$ cat src/hw/rtl/assert_macros.svh
// ----------------------------------------------------------------------------
// Assertion macros
// Shared concurrent assertion forms, clocked on clk and disabled in reset.
// ----------------------------------------------------------------------------
`ifndef ASSERT_MACROS_SVH
`define ASSERT_MACROS_SVH
`ifndef SYNTHESIS
// The expression holds at every clock edge out of reset.
`define AST_ALWAYS(lbl, expr) \
	lbl: assert property (@(posedge clk) disable iff (!arst_n) (expr)) \
		else $error("assertion failed");
// When the antecedent holds, the consequent holds in the next cycle.
`define AST_IMPLY_NEXT(lbl, ante, cons) \
	lbl: assert property (@(posedge clk) disable iff (!arst_n) (ante) |=> (cons)) \
		else $error("assertion failed");
`else
`define AST_ALWAYS(lbl, expr)
`define AST_IMPLY_NEXT(lbl, ante, cons)
`endif
`endif

$ cat src/hw/rtl/pap_ram.sv
// ----------------------------------------------------------------------------
// pap_ram
// Generic single-write, single-read synchronous RAM with registered read.
// ----------------------------------------------------------------------------
module pap_ram #(
	parameter int WIDTH = 8,
	parameter int DEPTH = 16
) (
	input  logic                                     clk,
	input  logic                                     we,
	input  logic [((DEPTH > 1) ? $clog2(DEPTH) : 1)-1:0] waddr,
	input  logic [WIDTH-1:0]                         wdata,
	input  logic [((DEPTH > 1) ? $clog2(DEPTH) : 1)-1:0] raddr,
	output logic [WIDTH-1:0]                         rdata
);
	logic [WIDTH-1:0] mem [DEPTH];

	always_ff @(posedge clk) begin
		if (we) begin
			mem[waddr] <= wdata;
		end
		rdata <= mem[raddr];
	end
endmodule

$ cat config.mk
export PLATFORM = sky130hd
export DESIGN_NAME = pap_ram
export DESIGN_NICKNAME = d
export VERILOG_FILES = /design/src/hw/rtl/assert_macros.svh /design/src/hw/rtl/pap_ram.sv
export SDC_FILE = /design/constraint.sdc
export NUM_CORES = 1
export LEC_CHECK = 0
export BUFFER_PORTS_ARGS = -buffer_cell sky130_fd_sc_hd__buf_2
export CORE_ASPECT_RATIO = 0.6
export CORE_UTILIZATION = 41
export CTS_CLUSTER_SIZE = 10
export DETAILED_ROUTE_END_ITERATION = 16
export GPL_ROUTABILITY_DRIVEN = 0
export HOLD_SLACK_MARGIN = 0.05
export SLEW_MARGIN = 40
export SYNTH_ARGS = -nofsm -noshare
export SYNTH_HDL_FRONTEND = slang
export SYNTH_SLANG_ARGS = --single-unit
$ cat constraint.sdc
create_clock -name clk -period 1.91 [get_ports clk]
set_input_delay 0.0955 -clock clk [delete_from_list [all_inputs] [get_ports clk]]
set_output_delay 0.0955 -clock clk [all_outputs]
set_load 0.01 [all_outputs]
==> impl_results.md <==
- Rows: 31
- Share of layout cells above drive strength 1: 31.5%
- Longest Clk Path Bufs: 2
- Slew headroom: just under 70%
- Post-Place Cells: approximately 430
- Largest net degree at the start of global routing: 33
- RSZ-0062 raised after global routing: no
- HPWL after DPL: ~6700 um
- Worst-Skew Late Latency: ~0.4 ns
- EDFF count, synth: around 130
- Post-synthesis sequential area ratio: between 70 and 80%
- Hold Crit Class: input pin to flop
- Initial antenna violation count: 0
- Worst-margin pin slew: approximately 0.47 ns
- Crit. End Element: flop
- Vias per std cell: 5.33
- Critical path type: flop to flop
- Combinational group share of total power: under 10%
- Max rail drop VDD: around 590 uV
- Fillers: between 900 and 1000
- DRC errors left: 0
- Final setup margin: ~0.54 ns
- Clk pwr share: between 40% and 50%
- # nets final: between 300 and 400
- PwrDens: around 1100 mW/mm^2
- Core Box Area: about 0.012 sq mm
- DIE WIDTH: around 150 um
- Synth Cell Area: roughly 0.0051 sq mm
- Final WL: a little over 10000 um
- Mapped Nets: roughly 250
- Num CTS Buffers: 17
- Sequential Power Share: between 40 and 50%
- Total die area: around 0.013 sq mm
- Final Non-Filler Cells: around 460
- Root Driver: clkbuf_16
- Post_cts resized: 0
- Gr ovfl total: 0
- Max-slew violation count: 0
- Routed Antenna Nets: 0
- Syn avg cell area: between 20 and 25 sq um
- Setup Skew: slightly below 0.007 ns
- Iter 0 DRT Violations: 165
- Post-CTS Setup Repair Bufs: 0
- IO Port Bufs: 25
- Final Hold Viols: 0
- Initial Utilization: between 40% and 50%
- Crit path time final: between 1 and 1.5 ns
- Critical path fanouts, max: 1
- Clock transition at the registers of the reported paths: 0.06 ns
- Ys async rst share: 0%
- Psw: about 0.0014 W
- Top cell type by total area after synthesis: edfxtp_1
- Area Growth Syn to Fin: 20.0%
- Fin Setup TNS: 0 ns
- Register Area: ~0.0040 sq mm
- Number of I/O pins: 26
- Vias after detailed routing: 2466
- Dominant synthesized flop cell: edfxtp_1
- Final design utilization: roughly half
- Total power: between 0.006 and 0.007 W
- First-pass GRT wire length: approximately 15000 um
- Status: completed
- Yosys cell types: 19
- Yosys reg bits: 136
- Internal: about 0.0055 W
- Largest cells by area after synthesis: edfxtp_1 75%, mux4_2 7.9%, mux4_1 7.1%, dfxtp_1 3.1%, a22oi_1 2.3%
- Hold_buf cts: 0
- H-tree Lvls: 4
- TritonCTS clock tree: done
- Count leader, synth: edfxtp_1
- Yosys warning total: 0
- Leakage: ~2.1 nW
- GRT Util Overall: around 17%
- CP Data Required Time: ~2.2 ns
- Final setup violation count: 0
- Post-synth top area share: 74.7%
- Maxcap violations: 0
- Mapped Cells: 229
- Area of the multi-input gates: 0.00106 sq mm
- Die Ht: about 89 um
- Number of global-route vias before repair: roughly 2500
- Setup WS pre-CTS: between 0.3 and 0.4 ns
- Fmax: 732 MHz
- Clk sinks: about 140
- Top post-synthesis cells by count: 128 x edfxtp_1, 18 x mux4_2, 16 x a22oi_1
- CP Data Arrival Time: 1.66 ns
- Net Sw Frac: 20.3%
- Ant diodes: 0
- Drt wl/cell: 22.2 um
- Worst setup SP type: flop
- Pre-antenna DRT Iters: 4
- Final worst-path cycle share: between 70 and 80%
==> final timing paths <==
| kind | from | to | slack [ns] | cells past startpoint |
|---|---|---|---|---|
| setup reg to reg | mem[1][0]$_DFFE_PP_ | rdata[0]$_DFF_P_ | 0.54 | 3 |
| setup / recovery | mem[1][0]$_DFFE_PP_ | rdata[0]$_DFF_P_ | 0.54 | 3 |
| hold / removal | wdata[4] | mem[13][4]$_DFFE_PP_ | 0.07 | 1 |
| hold reg to reg | mem[11][3]$_DFFE_PP_ | rdata[3]$_DFF_P_ | 0.68 | 3 |
==> worst max-delay path, cell delays in order, from the launching register on <==
cell	delay, ns
edfxtp_1	0.38
mux4_1	0.50
a22oi_1	0.28
nand2_1	0.08
==> per-stage QoR <==
step                instance area [sq um]  hold WS, ns
floorplan                            5150        0.194
global placement                     5590        0.487
detailed placement                   5590        0.493
CTS                                  6170       0.0607
global route                         6170       0.0731
finish                               6170       0.0668
==> cells by family after synthesis <==
| group | share of synthesized area (%) |
|---|---|
| and+or+nand+nor | 3.18 |
| DFF | 77.8 |
| muxes | 15.0 |
| AOI/OAI and AO/OA | 2.33 |
| buffers and inverters | 1.68 |
==> power groups by stage <==
stage	registers, W	logic [W]	clock network (W)
floorplan	0.00342	0.000169	0
global placement	0.00342	0.000317	0
global route	0.00336	0.000348	0.00342
finish	0.00336	0.000317	0.00324
detailed placement	0.00342	0.000323	0
CTS	0.00336	0.000323	0.00328
==> state kept, by name, summed over array words and instances, names as in the netlist <==
signal	cells
mem	128
rdata	8
==> metal layers <==
metal	track usage (%)	part of all wire, %	vias up
met5	0	0	-
met4	6.53	1.2	0
met3	5.26	4.0	9
met2	24.7	43	57
met1	25.6	51	1309
li1	-	-	1091
==> layout by cell type (no fill, tap or decap), types with 3 or more instances in the layout <==
cell / n
clkbuf_16: 17
mux4_2: 18
edfxtp_1: 128
mux4_1: 14
buf_4: 21
nor3_1: 4
clkinvlp_4: 3
bufinv_16: 3
a22oi_1: 16
clkinv_1: 3
buf_2: 25
nor2_1: 13
dfxtp_1: 8
nand2_1: 9
==> final cells by class <==
class	instances	area share (%)
Clock buffer	18	6.95
Clock inverter	13	2.51
Multi-Input combinational cell	83	17.1
Sequential cell	136	64.8
Tap cell	165	3.34
Timing Repair Buffer	48	5.23
No activity file was read; power rests on OpenSTA's default activity.
